File: src/rtl/core/assert_macros.svh
// assertion macros shared by the ecc naf core
`ifndef ASSERT_MACROS_SVH
`define ASSERT_MACROS_SVH

// property holds in the same cycle as its trigger
`define ECC_ASSERT_SAME(lbl, clk_s, rst_s, trig, prop, msg) \
    lbl: assert property (@(posedge clk_s) disable iff (!rst_s) (trig) |-> (prop)) \
        else $error(msg);

// property holds in the cycle after its trigger
`define ECC_ASSERT_NEXT(lbl, clk_s, rst_s, trig, prop, msg) \
    lbl: assert property (@(posedge clk_s) disable iff (!rst_s) (trig) |=> (prop)) \
        else $error(msg);

`endif

File: src/rtl/core/ecc_naf_pkg.sv
// shared types, constants and field helpers of the ecc naf scalar multiplier
package ecc_naf_pkg;

    localparam int FIELD_BITS  = 16;
    localparam int SCALAR_BITS = 32;
    localparam int NAF_LEN     = SCALAR_BITS + 1;
    localparam int NAF_IDX_W   = $clog2(NAF_LEN + 1);
    localparam int ALU_CNT_W   = $clog2(FIELD_BITS);

    localparam logic [0:0] REG_FIELD_MODULUS = 1'b0;
    localparam logic [0:0] REG_CURVE_A       = 1'b1;

    localparam logic [FIELD_BITS-1:0] MODULUS_RESET = FIELD_BITS'(7);
    localparam logic [FIELD_BITS-1:0] MODULUS_MIN   = FIELD_BITS'(3);

    typedef logic [FIELD_BITS-1:0] felem_t;

    typedef enum logic {
        ALU_MUL,
        ALU_DIV
    } alu_op_t;

    typedef struct packed {
        logic    start;
        alu_op_t op;
    } alu_req_t;

    typedef struct packed {
        logic busy;
        logic done;
    } alu_rsp_t;

    typedef enum logic [4:0] {
        ST_IDLE,
        ST_RED_X,
        ST_RED_X_W,
        ST_RED_Y,
        ST_RED_Y_W,
        ST_RED_A,
        ST_RED_A_W,
        ST_NAF,
        ST_PT_START,
        ST_SQ,
        ST_SQ_W,
        ST_DBL_NUM,
        ST_INV_CHK,
        ST_INV_DIV,
        ST_INV_DIV_W,
        ST_INV_MUL,
        ST_INV_MUL_W,
        ST_LAM,
        ST_LAM_W,
        ST_X3,
        ST_X3_W,
        ST_Y3,
        ST_Y3_W,
        ST_DONE
    } seq_state_t;

    // a + b mod p, operands below p
    function automatic felem_t fadd(felem_t a, felem_t b, felem_t p);
        logic [FIELD_BITS:0] s;
        logic [FIELD_BITS:0] pw;
        s  = {1'b0, a} + {1'b0, b};
        pw = {1'b0, p};
        if (s >= pw)
        begin
            fadd = FIELD_BITS'(s - pw);
        end
        else
        begin
            fadd = s[FIELD_BITS-1:0];
        end
    endfunction

    // a - b mod p, operands below p
    function automatic felem_t fsub(felem_t a, felem_t b, felem_t p);
        if (a >= b)
        begin
            fsub = a - b;
        end
        else
        begin
            fsub = a + (p - b);
        end
    endfunction

endpackage

File: src/rtl/core/ecc_naf_alu.sv
// shared bit-serial field multiplier and restoring divider
`include "assert_macros.svh"

module ecc_naf_alu (
    input  logic                     clk,
    input  logic                     rst_n,
    input  ecc_naf_pkg::alu_req_t    req,
    input  ecc_naf_pkg::felem_t      opa,
    input  ecc_naf_pkg::felem_t      opb,
    input  ecc_naf_pkg::felem_t      modulus,
    output ecc_naf_pkg::alu_rsp_t    rsp,
    output ecc_naf_pkg::felem_t      res_q,
    output ecc_naf_pkg::felem_t      res_r
);

    logic                                busy_reg, busy_next;
    logic                                done_reg, done_next;
    ecc_naf_pkg::alu_op_t                op_reg, op_next;
    logic [ecc_naf_pkg::ALU_CNT_W-1:0]   cnt_reg, cnt_next;
    ecc_naf_pkg::felem_t                 a_reg, a_next;
    ecc_naf_pkg::felem_t                 b_reg, b_next;
    ecc_naf_pkg::felem_t                 m_reg, m_next;
    ecc_naf_pkg::felem_t                 acc_reg, acc_next;
    ecc_naf_pkg::felem_t                 rem_reg, rem_next;

    ecc_naf_pkg::felem_t                 dbl_v;
    ecc_naf_pkg::felem_t                 mul_v;
    logic [ecc_naf_pkg::FIELD_BITS:0]    sh_v;
    logic                                ge_v;

    always_comb
    begin
        // multiply step: double, then add multiplicand on a set bit
        dbl_v = ecc_naf_pkg::fadd(acc_reg, acc_reg, m_reg);
        mul_v = b_reg[ecc_naf_pkg::FIELD_BITS-1]
              ? ecc_naf_pkg::fadd(dbl_v, a_reg, m_reg) : dbl_v;
        // divide step: bring down next dividend bit
        sh_v = {rem_reg, b_reg[ecc_naf_pkg::FIELD_BITS-1]};
        ge_v = sh_v >= {1'b0, a_reg};
    end

    always_comb
    begin
        busy_next = busy_reg;
        done_next = 1'b0;
        op_next   = op_reg;
        cnt_next  = cnt_reg;
        a_next    = a_reg;
        b_next    = b_reg;
        m_next    = m_reg;
        acc_next  = acc_reg;
        rem_next  = rem_reg;
        if (busy_reg)
        begin
            b_next = {b_reg[ecc_naf_pkg::FIELD_BITS-2:0], 1'b0};
            unique case (op_reg)
                ecc_naf_pkg::ALU_MUL:
                begin
                    acc_next = mul_v;
                end
                ecc_naf_pkg::ALU_DIV:
                begin
                    acc_next = {acc_reg[ecc_naf_pkg::FIELD_BITS-2:0], ge_v};
                    rem_next = ge_v ? ecc_naf_pkg::FIELD_BITS'(sh_v - {1'b0, a_reg})
                                    : sh_v[ecc_naf_pkg::FIELD_BITS-1:0];
                end
                default:
                begin
                    acc_next = acc_reg;
                end
            endcase
            cnt_next = cnt_reg - 1'b1;
            if (cnt_reg == '0)
            begin
                busy_next = 1'b0;
                done_next = 1'b1;
            end
        end
        else if (req.start)
        begin
            busy_next = 1'b1;
            op_next   = req.op;
            cnt_next  = ecc_naf_pkg::ALU_CNT_W'(ecc_naf_pkg::FIELD_BITS - 1);
            a_next    = opa;
            b_next    = opb;
            m_next    = modulus;
            acc_next  = '0;
            rem_next  = '0;
        end
    end

    always_ff @(posedge clk or negedge rst_n)
    begin
        if (!rst_n)
        begin
            busy_reg <= 1'b0;
            done_reg <= 1'b0;
            op_reg   <= ecc_naf_pkg::ALU_MUL;
            cnt_reg  <= '0;
        end
        else
        begin
            busy_reg <= busy_next;
            done_reg <= done_next;
            op_reg   <= op_next;
            cnt_reg  <= cnt_next;
        end
    end

    always_ff @(posedge clk)
    begin
        a_reg   <= a_next;
        b_reg   <= b_next;
        m_reg   <= m_next;
        acc_reg <= acc_next;
        rem_reg <= rem_next;
    end

    assign rsp.busy = busy_reg;
    assign rsp.done = done_reg;
    assign res_q    = acc_reg;
    assign res_r    = rem_reg;

    `ECC_ASSERT_SAME(a_done_after_busy, clk, rst_n, done_reg, $past(busy_reg),
        "alu done without a running operation")
    `ECC_ASSERT_NEXT(a_start_runs, clk, rst_n, req.start && !busy_reg, busy_reg,
        "alu start not taken")

endmodule

File: src/rtl/core/ecc_naf_scalar_multiply.sv
// top level: sequencer for naf scalar multiplication on a short weierstrass curve
`include "assert_macros.svh"

// Computes scalar * P on y^2 = x^3 + a*x + b over GF(p) with affine points and
// an infinity flag. One item is taken at a time: in_ready is high only while
// the sequencer is idle. The item's coordinates and the curve coefficient are
// first reduced mod p, the scalar is recoded to non-adjacent form at one digit
// per cycle, then the digits are walked from the top with a double and an
// optional add or subtract of the base point per digit. All field products,
// quotients and remainders run on one shared bit-serial unit that goes through
// a start, one step per operand bit and a done per operation. A point
// operation costs three or four products plus a Euclidean inverse that runs
// one division and one product per quotient step; a 32-bit scalar needs up to
// about 48 point operations. A zero scalar, an infinity input or a modulus
// below three skip the sequence and give infinity directly. The finished
// result sits in an output register, so the next item may be taken while
// it waits. field_modulus and curve_a are written through
// cfg_we/cfg_index/cfg_data and must only change while the block is idle.

module ecc_naf_scalar_multiply (
    input  logic                                   clk,
    input  logic                                   rst_n,
    input  logic                                   cfg_we,
    input  logic [0:0]                             cfg_index,
    input  logic [ecc_naf_pkg::FIELD_BITS-1:0]     cfg_data,
    input  logic                                   in_valid,
    output logic                                   in_ready,
    input  logic [ecc_naf_pkg::FIELD_BITS-1:0]     point_x,
    input  logic [ecc_naf_pkg::FIELD_BITS-1:0]     point_y,
    input  logic                                   point_is_infinity,
    input  logic [ecc_naf_pkg::SCALAR_BITS-1:0]    scalar,
    output logic                                   out_valid,
    input  logic                                   out_ready,
    output logic [ecc_naf_pkg::FIELD_BITS-1:0]     out_x,
    output logic [ecc_naf_pkg::FIELD_BITS-1:0]     out_y,
    output logic                                   out_is_infinity
);

    localparam int KW = ecc_naf_pkg::SCALAR_BITS + 1;
    localparam int IW = ecc_naf_pkg::NAF_IDX_W;

    // configuration registers
    ecc_naf_pkg::felem_t        p_reg;
    ecc_naf_pkg::felem_t        acfg_reg;

    // sequencer state
    ecc_naf_pkg::seq_state_t    state_reg, state_next;
    logic [IW-1:0]              n_reg, n_next;          // digit count
    logic [IW-1:0]              i_reg, i_next;          // current digit
    logic                       addph_reg, addph_next;  // add half of a digit
    logic                       qinf_reg, qinf_next;
    logic                       ovld_reg, ovld_next;

    // datapath
    logic [KW-1:0]                      k_reg, k_next;
    logic [ecc_naf_pkg::NAF_LEN-1:0]    nz_reg, nz_next;
    logic [ecc_naf_pkg::NAF_LEN-1:0]    ng_reg, ng_next;
    ecc_naf_pkg::felem_t        ared_reg, ared_next;
    ecc_naf_pkg::felem_t        bx_reg, bx_next;
    ecc_naf_pkg::felem_t        by_reg, by_next;
    ecc_naf_pkg::felem_t        qx_reg, qx_next;
    ecc_naf_pkg::felem_t        qy_reg, qy_next;
    ecc_naf_pkg::felem_t        num_reg, num_next;
    ecc_naf_pkg::felem_t        tmp_reg, tmp_next;
    ecc_naf_pkg::felem_t        r0_reg, r0_next;
    ecc_naf_pkg::felem_t        r1_reg, r1_next;
    ecc_naf_pkg::felem_t        ey_reg, ey_next;
    ecc_naf_pkg::felem_t        ev_reg, ev_next;
    ecc_naf_pkg::felem_t        quo_reg, quo_next;
    ecc_naf_pkg::felem_t        rem_reg, rem_next;
    ecc_naf_pkg::felem_t        lam_reg, lam_next;
    ecc_naf_pkg::felem_t        ox_reg, ox_next;
    ecc_naf_pkg::felem_t        oy_reg, oy_next;
    logic                       oinf_reg, oinf_next;

    // shared unit
    ecc_naf_pkg::alu_req_t      alu_req;
    ecc_naf_pkg::alu_rsp_t      alu_rsp;
    ecc_naf_pkg::felem_t        alu_a;
    ecc_naf_pkg::felem_t        alu_b;
    ecc_naf_pkg::felem_t        alu_q;
    ecc_naf_pkg::felem_t        alu_r;

    // per-digit helpers
    logic                       dig_nz;
    logic                       dig_neg;
    ecc_naf_pkg::felem_t        nby;
    ecc_naf_pkg::felem_t        q2x;
    ecc_naf_pkg::felem_t        q2y;
    ecc_naf_pkg::felem_t        neg_q2y;
    logic [KW-1:0]              k_adj;
    logic                       in_beat;
    logic                       out_beat;

    ecc_naf_alu u_alu (
        .clk     (clk),
        .rst_n   (rst_n),
        .req     (alu_req),
        .opa     (alu_a),
        .opb     (alu_b),
        .modulus (p_reg),
        .rsp     (alu_rsp),
        .res_q   (alu_q),
        .res_r   (alu_r)
    );

    assign in_ready = (state_reg == ecc_naf_pkg::ST_IDLE);
    assign in_beat  = in_valid && in_ready;
    assign out_beat = ovld_reg && out_ready;

    always_comb
    begin
        dig_nz  = nz_reg[i_reg];
        dig_neg = ng_reg[i_reg];
        nby     = ecc_naf_pkg::fsub('0, by_reg, p_reg);
        // second operand: Q itself when doubling, +/-B when adding
        q2x     = addph_reg ? bx_reg : qx_reg;
        q2y     = addph_reg ? (dig_neg ? nby : by_reg) : qy_reg;
        neg_q2y = ecc_naf_pkg::fsub('0, q2y, p_reg);
        // naf digit: odd k moves to the nearest multiple of four
        if (k_reg[0])
        begin
            k_adj = k_reg[1] ? (k_reg + 1'b1) : (k_reg - 1'b1);
        end
        else
        begin
            k_adj = k_reg;
        end
    end

    always_comb
    begin
        state_next = state_reg;
        n_next     = n_reg;
        i_next     = i_reg;
        addph_next = addph_reg;
        qinf_next  = qinf_reg;
        k_next     = k_reg;
        nz_next    = nz_reg;
        ng_next    = ng_reg;
        ared_next  = ared_reg;
        bx_next    = bx_reg;
        by_next    = by_reg;
        qx_next    = qx_reg;
        qy_next    = qy_reg;
        num_next   = num_reg;
        tmp_next   = tmp_reg;
        r0_next    = r0_reg;
        r1_next    = r1_reg;
        ey_next    = ey_reg;
        ev_next    = ev_reg;
        quo_next   = quo_reg;
        rem_next   = rem_reg;
        lam_next   = lam_reg;
        ox_next    = ox_reg;
        oy_next    = oy_reg;
        oinf_next  = oinf_reg;
        ovld_next  = out_beat ? 1'b0 : ovld_reg;
        alu_req    = '{start: 1'b0, op: ecc_naf_pkg::ALU_MUL};
        alu_a      = '0;
        alu_b      = '0;

        unique case (state_reg)
            ecc_naf_pkg::ST_IDLE:
            begin
                if (in_beat)
                begin
                    bx_next = point_x;
                    by_next = point_y;
                    k_next  = {1'b0, scalar};
                    n_next  = '0;
                    nz_next = '0;
                    ng_next = '0;
                    if (p_reg < ecc_naf_pkg::MODULUS_MIN || point_is_infinity
                        || scalar == '0)
                    begin
                        qinf_next  = 1'b1;
                        state_next = ecc_naf_pkg::ST_DONE;
                    end
                    else
                    begin
                        state_next = ecc_naf_pkg::ST_RED_X;
                    end
                end
            end
            ecc_naf_pkg::ST_RED_X:
            begin
                alu_req    = '{start: 1'b1, op: ecc_naf_pkg::ALU_DIV};
                alu_a      = p_reg;
                alu_b      = bx_reg;
                state_next = ecc_naf_pkg::ST_RED_X_W;
            end
            ecc_naf_pkg::ST_RED_X_W:
            begin
                if (alu_rsp.done)
                begin
                    bx_next    = alu_r;
                    state_next = ecc_naf_pkg::ST_RED_Y;
                end
            end
            ecc_naf_pkg::ST_RED_Y:
            begin
                alu_req    = '{start: 1'b1, op: ecc_naf_pkg::ALU_DIV};
                alu_a      = p_reg;
                alu_b      = by_reg;
                state_next = ecc_naf_pkg::ST_RED_Y_W;
            end
            ecc_naf_pkg::ST_RED_Y_W:
            begin
                if (alu_rsp.done)
                begin
                    by_next    = alu_r;
                    state_next = ecc_naf_pkg::ST_RED_A;
                end
            end
            ecc_naf_pkg::ST_RED_A:
            begin
                alu_req    = '{start: 1'b1, op: ecc_naf_pkg::ALU_DIV};
                alu_a      = p_reg;
                alu_b      = acfg_reg;
                state_next = ecc_naf_pkg::ST_RED_A_W;
            end
            ecc_naf_pkg::ST_RED_A_W:
            begin
                if (alu_rsp.done)
                begin
                    ared_next  = alu_r;
                    state_next = ecc_naf_pkg::ST_NAF;
                end
            end
            ecc_naf_pkg::ST_NAF:
            begin
                if (k_reg == '0)
                begin
                    // leading digit is +1: start from the base point
                    qx_next    = bx_reg;
                    qy_next    = by_reg;
                    qinf_next  = 1'b0;
                    addph_next = 1'b0;
                    i_next     = n_reg - IW'(2);
                    if (n_reg == IW'(1))
                    begin
                        state_next = ecc_naf_pkg::ST_DONE;
                    end
                    else
                    begin
                        state_next = ecc_naf_pkg::ST_PT_START;
                    end
                end
                else
                begin
                    nz_next[n_reg] = k_reg[0];
                    ng_next[n_reg] = k_reg[0] && k_reg[1];
                    k_next         = k_adj >> 1;
                    n_next         = n_reg + 1'b1;
                end
            end
            ecc_naf_pkg::ST_PT_START:
            begin
                r0_next = p_reg;
                ey_next = '0;
                ev_next = ecc_naf_pkg::felem_t'(1);
                if (qinf_reg)
                begin
                    // infinity absorbs a double; an add yields the operand
                    if (addph_reg)
                    begin
                        qx_next   = q2x;
                        qy_next   = q2y;
                        qinf_next = 1'b0;
                    end
                    state_next = ecc_naf_pkg::ST_Y3_W;
                end
                else if (qx_reg == q2x && qy_reg == neg_q2y)
                begin
                    qinf_next  = 1'b1;
                    state_next = ecc_naf_pkg::ST_Y3_W;
                end
                else if (qx_reg != q2x)
                begin
                    num_next   = ecc_naf_pkg::fsub(qy_reg, q2y, p_reg);
                    r1_next    = ecc_naf_pkg::fsub(qx_reg, q2x, p_reg);
                    state_next = ecc_naf_pkg::ST_INV_CHK;
                end
                else
                begin
                    // tangent slope, also used for equal x off the curve
                    r1_next    = ecc_naf_pkg::fadd(qy_reg, qy_reg, p_reg);
                    state_next = ecc_naf_pkg::ST_SQ;
                end
            end
            ecc_naf_pkg::ST_SQ:
            begin
                alu_req    = '{start: 1'b1, op: ecc_naf_pkg::ALU_MUL};
                alu_a      = qx_reg;
                alu_b      = qx_reg;
                state_next = ecc_naf_pkg::ST_SQ_W;
            end
            ecc_naf_pkg::ST_SQ_W:
            begin
                if (alu_rsp.done)
                begin
                    tmp_next   = alu_q;
                    num_next   = ecc_naf_pkg::fadd(alu_q, alu_q, p_reg);
                    state_next = ecc_naf_pkg::ST_DBL_NUM;
                end
            end
            ecc_naf_pkg::ST_DBL_NUM:
            begin
                num_next   = ecc_naf_pkg::fadd(ecc_naf_pkg::fadd(num_reg, tmp_reg, p_reg),
                                               ared_reg, p_reg);
                state_next = ecc_naf_pkg::ST_INV_CHK;
            end
            ecc_naf_pkg::ST_INV_CHK:
            begin
                // euclid ends on a zero remainder; ey holds the cofactor
                if (r1_reg == '0)
                begin
                    state_next = ecc_naf_pkg::ST_LAM;
                end
                else
                begin
                    state_next = ecc_naf_pkg::ST_INV_DIV;
                end
            end
            ecc_naf_pkg::ST_INV_DIV:
            begin
                alu_req    = '{start: 1'b1, op: ecc_naf_pkg::ALU_DIV};
                alu_a      = r1_reg;
                alu_b      = r0_reg;
                state_next = ecc_naf_pkg::ST_INV_DIV_W;
            end
            ecc_naf_pkg::ST_INV_DIV_W:
            begin
                if (alu_rsp.done)
                begin
                    // quotient never exceeds p, so mod p is one compare
                    quo_next   = (alu_q == p_reg) ? '0 : alu_q;
                    rem_next   = alu_r;
                    state_next = ecc_naf_pkg::ST_INV_MUL;
                end
            end
            ecc_naf_pkg::ST_INV_MUL:
            begin
                alu_req    = '{start: 1'b1, op: ecc_naf_pkg::ALU_MUL};
                alu_a      = ev_reg;
                alu_b      = quo_reg;
                state_next = ecc_naf_pkg::ST_INV_MUL_W;
            end
            ecc_naf_pkg::ST_INV_MUL_W:
            begin
                if (alu_rsp.done)
                begin
                    ev_next    = ecc_naf_pkg::fsub(ey_reg, alu_q, p_reg);
                    ey_next    = ev_reg;
                    r0_next    = r1_reg;
                    r1_next    = rem_reg;
                    state_next = ecc_naf_pkg::ST_INV_CHK;
                end
            end
            ecc_naf_pkg::ST_LAM:
            begin
                alu_req    = '{start: 1'b1, op: ecc_naf_pkg::ALU_MUL};
                alu_a      = num_reg;
                alu_b      = ey_reg;
                state_next = ecc_naf_pkg::ST_LAM_W;
            end
            ecc_naf_pkg::ST_LAM_W:
            begin
                if (alu_rsp.done)
                begin
                    lam_next   = alu_q;
                    state_next = ecc_naf_pkg::ST_X3;
                end
            end
            ecc_naf_pkg::ST_X3:
            begin
                alu_req    = '{start: 1'b1, op: ecc_naf_pkg::ALU_MUL};
                alu_a      = lam_reg;
                alu_b      = lam_reg;
                state_next = ecc_naf_pkg::ST_X3_W;
            end
            ecc_naf_pkg::ST_X3_W:
            begin
                if (alu_rsp.done)
                begin
                    tmp_next   = ecc_naf_pkg::fsub(ecc_naf_pkg::fsub(alu_q, qx_reg, p_reg),
                                                   q2x, p_reg);
                    state_next = ecc_naf_pkg::ST_Y3;
                end
            end
            ecc_naf_pkg::ST_Y3:
            begin
                alu_req    = '{start: 1'b1, op: ecc_naf_pkg::ALU_MUL};
                alu_a      = lam_reg;
                alu_b      = ecc_naf_pkg::fsub(qx_reg, tmp_reg, p_reg);
                state_next = ecc_naf_pkg::ST_Y3_W;
            end
            ecc_naf_pkg::ST_Y3_W:
            begin
                // also reached directly from the special cases of point start
                if (alu_rsp.done || !alu_rsp.busy)
                begin
                    if (alu_rsp.done)
                    begin
                        qx_next   = tmp_reg;
                        qy_next   = ecc_naf_pkg::fsub(alu_q, qy_reg, p_reg);
                        qinf_next = 1'b0;
                    end
                    if (!addph_reg && dig_nz)
                    begin
                        addph_next = 1'b1;
                        state_next = ecc_naf_pkg::ST_PT_START;
                    end
                    else if (i_reg == '0)
                    begin
                        state_next = ecc_naf_pkg::ST_DONE;
                    end
                    else
                    begin
                        addph_next = 1'b0;
                        i_next     = i_reg - 1'b1;
                        state_next = ecc_naf_pkg::ST_PT_START;
                    end
                end
            end
            ecc_naf_pkg::ST_DONE:
            begin
                if (!ovld_reg || out_ready)
                begin
                    ovld_next  = 1'b1;
                    oinf_next  = qinf_reg;
                    ox_next    = qinf_reg ? '0 : qx_reg;
                    oy_next    = qinf_reg ? '0 : qy_reg;
                    state_next = ecc_naf_pkg::ST_IDLE;
                end
            end
            default:
            begin
                state_next = ecc_naf_pkg::ST_IDLE;
            end
        endcase
    end

    always_ff @(posedge clk or negedge rst_n)
    begin
        if (!rst_n)
        begin
            p_reg     <= ecc_naf_pkg::MODULUS_RESET;
            acfg_reg  <= '0;
            state_reg <= ecc_naf_pkg::ST_IDLE;
            n_reg     <= '0;
            i_reg     <= '0;
            addph_reg <= 1'b0;
            qinf_reg  <= 1'b0;
            ovld_reg  <= 1'b0;
        end
        else
        begin
            if (cfg_we)
            begin
                unique case (cfg_index)
                    ecc_naf_pkg::REG_FIELD_MODULUS: p_reg    <= cfg_data;
                    ecc_naf_pkg::REG_CURVE_A:       acfg_reg <= cfg_data;
                    default:                        p_reg    <= p_reg;
                endcase
            end
            state_reg <= state_next;
            n_reg     <= n_next;
            i_reg     <= i_next;
            addph_reg <= addph_next;
            qinf_reg  <= qinf_next;
            ovld_reg  <= ovld_next;
        end
    end

    always_ff @(posedge clk)
    begin
        k_reg    <= k_next;
        nz_reg   <= nz_next;
        ng_reg   <= ng_next;
        ared_reg <= ared_next;
        bx_reg   <= bx_next;
        by_reg   <= by_next;
        qx_reg   <= qx_next;
        qy_reg   <= qy_next;
        num_reg  <= num_next;
        tmp_reg  <= tmp_next;
        r0_reg   <= r0_next;
        r1_reg   <= r1_next;
        ey_reg   <= ey_next;
        ev_reg   <= ev_next;
        quo_reg  <= quo_next;
        rem_reg  <= rem_next;
        lam_reg  <= lam_next;
        ox_reg   <= ox_next;
        oy_reg   <= oy_next;
        oinf_reg <= oinf_next;
    end

    assign out_valid       = ovld_reg;
    assign out_x           = ox_reg;
    assign out_y           = oy_reg;
    assign out_is_infinity = oinf_reg;

    `ECC_ASSERT_NEXT(a_busy_after_beat, clk, rst_n, in_beat, !in_ready,
        "new beat taken while an item is in flight")
    `ECC_ASSERT_SAME(a_inf_zero, clk, rst_n, ovld_reg && oinf_reg,
        ox_reg == '0 && oy_reg == '0, "infinity result with nonzero coordinates")
    `ECC_ASSERT_SAME(a_no_start_busy, clk, rst_n, alu_req.start, !alu_rsp.busy,
        "shared unit started while running")

endmodule

File: config.mk
export PLATFORM = sky130hd
export DESIGN_NAME = ecc_naf_scalar_multiply
export DESIGN_NICKNAME = d
export VERILOG_FILES = /design/src/rtl/core/ecc_naf_pkg.sv /design/src/rtl/core/ecc_naf_alu.sv /design/src/rtl/core/ecc_naf_scalar_multiply.sv
export VERILOG_INCLUDE_DIRS = /design/src /design/src/rtl/core
export SDC_FILE = /design/constraint.sdc
export NUM_CORES = 2
export LEC_CHECK = 0
export BUFFER_PORTS_ARGS = -buffer_cell sky130_fd_sc_hd__buf_4
export CORE_ASPECT_RATIO = 0.8
export CORE_MARGIN = 3
export CORE_UTILIZATION = 35
export DETAILED_ROUTE_END_ITERATION = 16
export GPL_TIMING_DRIVEN = 0
export PLACE_DENSITY_LB_ADDON = 0.08
export SKIP_CTS_REPAIR_TIMING = 1
export SLEW_MARGIN = 25
export SYNTH_ARGS = -nofsm -noshare
export SYNTH_HDL_FRONTEND = slang
export SYNTH_HIERARCHICAL = 1
export SYNTH_SLANG_ARGS = --single-unit
File: constraint.sdc
create_clock -name clk -period 13.11 [get_ports clk]
set_clock_uncertainty 0.15 [all_clocks]
set_input_delay 2.622 -clock clk [delete_from_list [all_inputs] [get_ports clk]]
set_output_delay 2.622 -clock clk [all_outputs]
set_load 0.01 [all_outputs]
==> impl_metrics.py <==
metrics = {
    "floorplanning": {
        "initial_utilization_pct": 35.48,
        "io_pins": 122,
        "coreArea_um2": 132400,
        "dieArea_um2": 138600,
        "die_w_um": 415.5,
        "fp.dieH_um": 333.6,
        "num_rows": 119,
    },
    "synthesis": {
        "synthMostInstantiatedCell": "nand2_1",
        "ys_types": 104,
        "synth-edff-count": 434,
        "synth_area_leader_cell": "edfxtp_1",
        "synth_xor_area_share_pct": 6.581,
        "synthSimpleGateAreaFrac_pct": 14.76,
        "netlist_area_um2": 46960,
        "netlist.area_leader.share_pct": 27.75,
        "syn_avg_cell_area_um2": 8.842,
        "yosysWarnings": 6,
        "synthTopCellsByCount": "nand2_1, inv_1, ha_1, edfxtp_1, a21oi_1",
        "muxShareOfSynthArea_pct": 4.716,
        "synth_flop_cell": "edfxtp_1",
        "synth.net_count": 5961,
        "postSynthCellCount": 5311,
        "ys_seq_elements": 494,
        "synth_area_leaders": "edfxtp_1, ha_1, xnor2_1",
        "async_flop_share_pct": 11.94,
        "synth_compound_area_share_pct": 21.04,
        "synth_top_family_by_area": "compound AO/OA/AOI/OAI gates",
        "synthAdderAreaFrac_pct": 16.33,
        "seq_area_frac_synth_pct": 30.95,
    },
    "hold_path": {
        "hold_path_class": "reg2reg",
    },
    "layout": {
        "syn_to_final_growth_pct": 12.97,
        "final_util_pct": 40.08,
        "nets": 6190,
        "n_fill_cell": 13440,
        "drive_gt1_share_pct": 8.693,
        "stdcell_count": 7352,
    },
    "status": {
        "status": "completed",
    },
    "worst_setup_path": {
        "critPathMaxFanout": 10,
        "crit_required_ps": 13310,
        "slowest_delay_ps": 530,
        "start_kind": "flip-flop",
        "arrival_ps": 12260,
        "critical-path-slowest-cell": "fa_1",
        "crit_type": "reg2reg",
        "crit_top_cell": "o21ai_0",
        "endpoint_kind": "flip-flop",
    },
    "route": {
        "highest_layer": "met5",
        "drt_pass1_iterations": 8,
        "met2_length_mm": 88.58,
        "wl_met3_mm": 22.81,
        "wirelength_mm": 223.1,
        "vias": 43990,
        "drtAntennaViolNets": 0,
        "drc": 0,
        "wl_per_cell_um": 30.35,
        "routed_via_density": 5.983,
        "drt_iter0_drc": 5195,
        "wl_met1_mm": 102.7,
    },
    "global_routing": {
        "grt_overflow_total": 0,
        "grt_pass1_wl_mm": 308.0,
        "grt_max_degree": 60,
        "first_global_vias": 40600,
        "antenna_found_initial": 32,
        "grtUsageTotal_pct": 31.19,
    },
    "place": {
        "place_ws_ps": 573.1,
        "hpwl_mm": 174.7,
        "place.gp.congestion": 0.9979,
        "placedCellCount": 7218,
        "port_buffers": 121,
    },
    "clocking": {
        "cts_root_buf": "clkbuf_16",
        "clk_pin_slew_ps": 60,
        "h-tree-depth": 3,
        "cts_tree": "done",
        "clock_sinks": 494,
        "cts_buffers": 66,
        "cts_buffer_depth": 3,
        "insertion_delay_ps": 700,
    },
    "pwr": {
        "power.density_nw_per_um2": 100.8,
        "p_leak_nw": 21.86,
        "total_power_mw": 5.346,
        "max-vdd-ir-drop_v": 0.0001023,
    },
    "sta": {
        "tightestPinTransition_ps": 1182,
        "setup_slack_ps": 1053,
        "fmax_mhz": 82.94,
        "final.min_clock_period_ps": 12060,
        "rsz0062_at_grt": "false",
        "relSlewSlack_pct": 20.38,
        "finalSetupTns_ps": 0,
        "final.period_utilization_pct": 91.97,
        "final_hold_viol_count": 0,
        "setup_viol": 0,
        "final-max-slew-violation-count": 0,
    },
    "flow_run": {
        "maxCapViolCount": 0,
    },
}
==> cells in the final DEF, fill, tap and decap left out, types with 19 or more instances in the layout <==
cell / n
fa_1: 83
xor2_1: 84
a211oi_1: 40
buf_4: 129
ha_1: 480
a221oi_1: 29
o221ai_1: 36
a21o_1: 88
o211ai_1: 41
nor2_1: 401
a22oi_1: 52
edfxtp_1: 434
nand4_1: 59
o31a_1: 19
dfrtp_1: 44
a21oi_1: 430
o31ai_1: 20
o21bai_1: 58
or3_1: 34
xnor2_1: 266
buf_8: 21
o21a_1: 42
a22o_1: 46
nand2b_1: 41
nor2b_1: 73
and2_1: 22
and3_1: 40
nand3_1: 108
nor3_1: 86
a21boi_0: 54
clkbuf_16: 69
inv_1: 468
clkbuf_1: 170
nor4_1: 40
mux2i_1: 90
mux2_2: 80
nand2_1: 504
o21ai_0: 394
a31oi_1: 32
==> cell type report <==
class                      instances  area [µm²]  area share, %
inverter                         487        1828          3.446
timing repair buffer             161        1510          2.847
multi-input combinational       4132       29900          56.37
tap                             1754        2195          4.137
sequential                       494       14550          27.42
antenna                            7       17.52        0.03302
clock inverter                    41       459.2         0.8656
buffer                           198       819.5          1.545
clock buffer                      78        1770          3.337
==> per-layer routing <==
metal | vias to the layer above | track usage, %
li1 | 19830 | -
met1 | 21590 | 46.09
met2 | 2207 | 43.58
met3 | 367 | 7.658
met4 | 2 | 11.17
met5 | - | 0
==> path summary, 6_finish.rpt <==
path | from | end | slack (ps) | cells past startpoint
min in group asynchronous | rst_n | acfg_reg[11]$_DFFE_PN0P_ | 1880 | 1
hold / removal | u_alu/cnt_reg[3]$_DFFE_PN0P_ | u_alu/done_reg$_DFF_PN0_ | 330 | 1
setup reg to reg | tmp_reg[1]$_DFFE_PP_ | num_reg[9]$_DFFE_PP_ | 1050 | 49
hold reg to reg | u_alu/cnt_reg[3]$_DFFE_PN0P_ | u_alu/done_reg$_DFF_PN0_ | 330 | 1
max in group asynchronous | rst_n | state_reg[4]$_DFFE_PN0P_ | 10210 | 1
setup / recovery | tmp_reg[1]$_DFFE_PP_ | num_reg[9]$_DFFE_PP_ | 1050 | 49
==> power by group <==
group	total [mW]	internal, mW	switching, mW
Combinational	1.62	0.625	0.992
Sequential	1.81	1.72	0.0900
Clock	1.92	1.10	0.823
==> metrics by stage <==
| step | cell area (µm²) | hold WS [ps] |
|---|---|---|
| final | 53050 | 327.5 |
| after global routing | 53030 | 353.8 |
| after detailed placement | 50700 | 311.5 |
| after floorplan | 46960 | 273.1 |
| after CTS | 52930 | 323.0 |
| after global placement | 50060 | 306.8 |
==> worst max-delay path, delay by kind of cell (launching register included) <==
| kind | cells | cell delay (ps) |
|---|---|---|
| AOI/OAI and AO/OA | 26 | 5690 |
| buffers and inverters | 6 | 1590 |
| adders and majority gates | 5 | 1780 |
| xor gates and xnor gates | 1 | 240 |
| and+or+nand+nor | 10 | 1630 |
| DFF | 1 | 320 |
| muxes | 1 | 320 |
==> cells by family after synthesis <==
| kind of cell | after synthesis |
|---|---|
| AOI/OAI and AO/OA | 1541 |
| xor gates and xnor gates | 352 |
| adders and majority gates | 563 |
| buffers and inverters | 685 |
| DFF | 494 |
| muxes | 188 |
| and+or+nand+nor | 1488 |
Power figures use the tool's default switching activity.
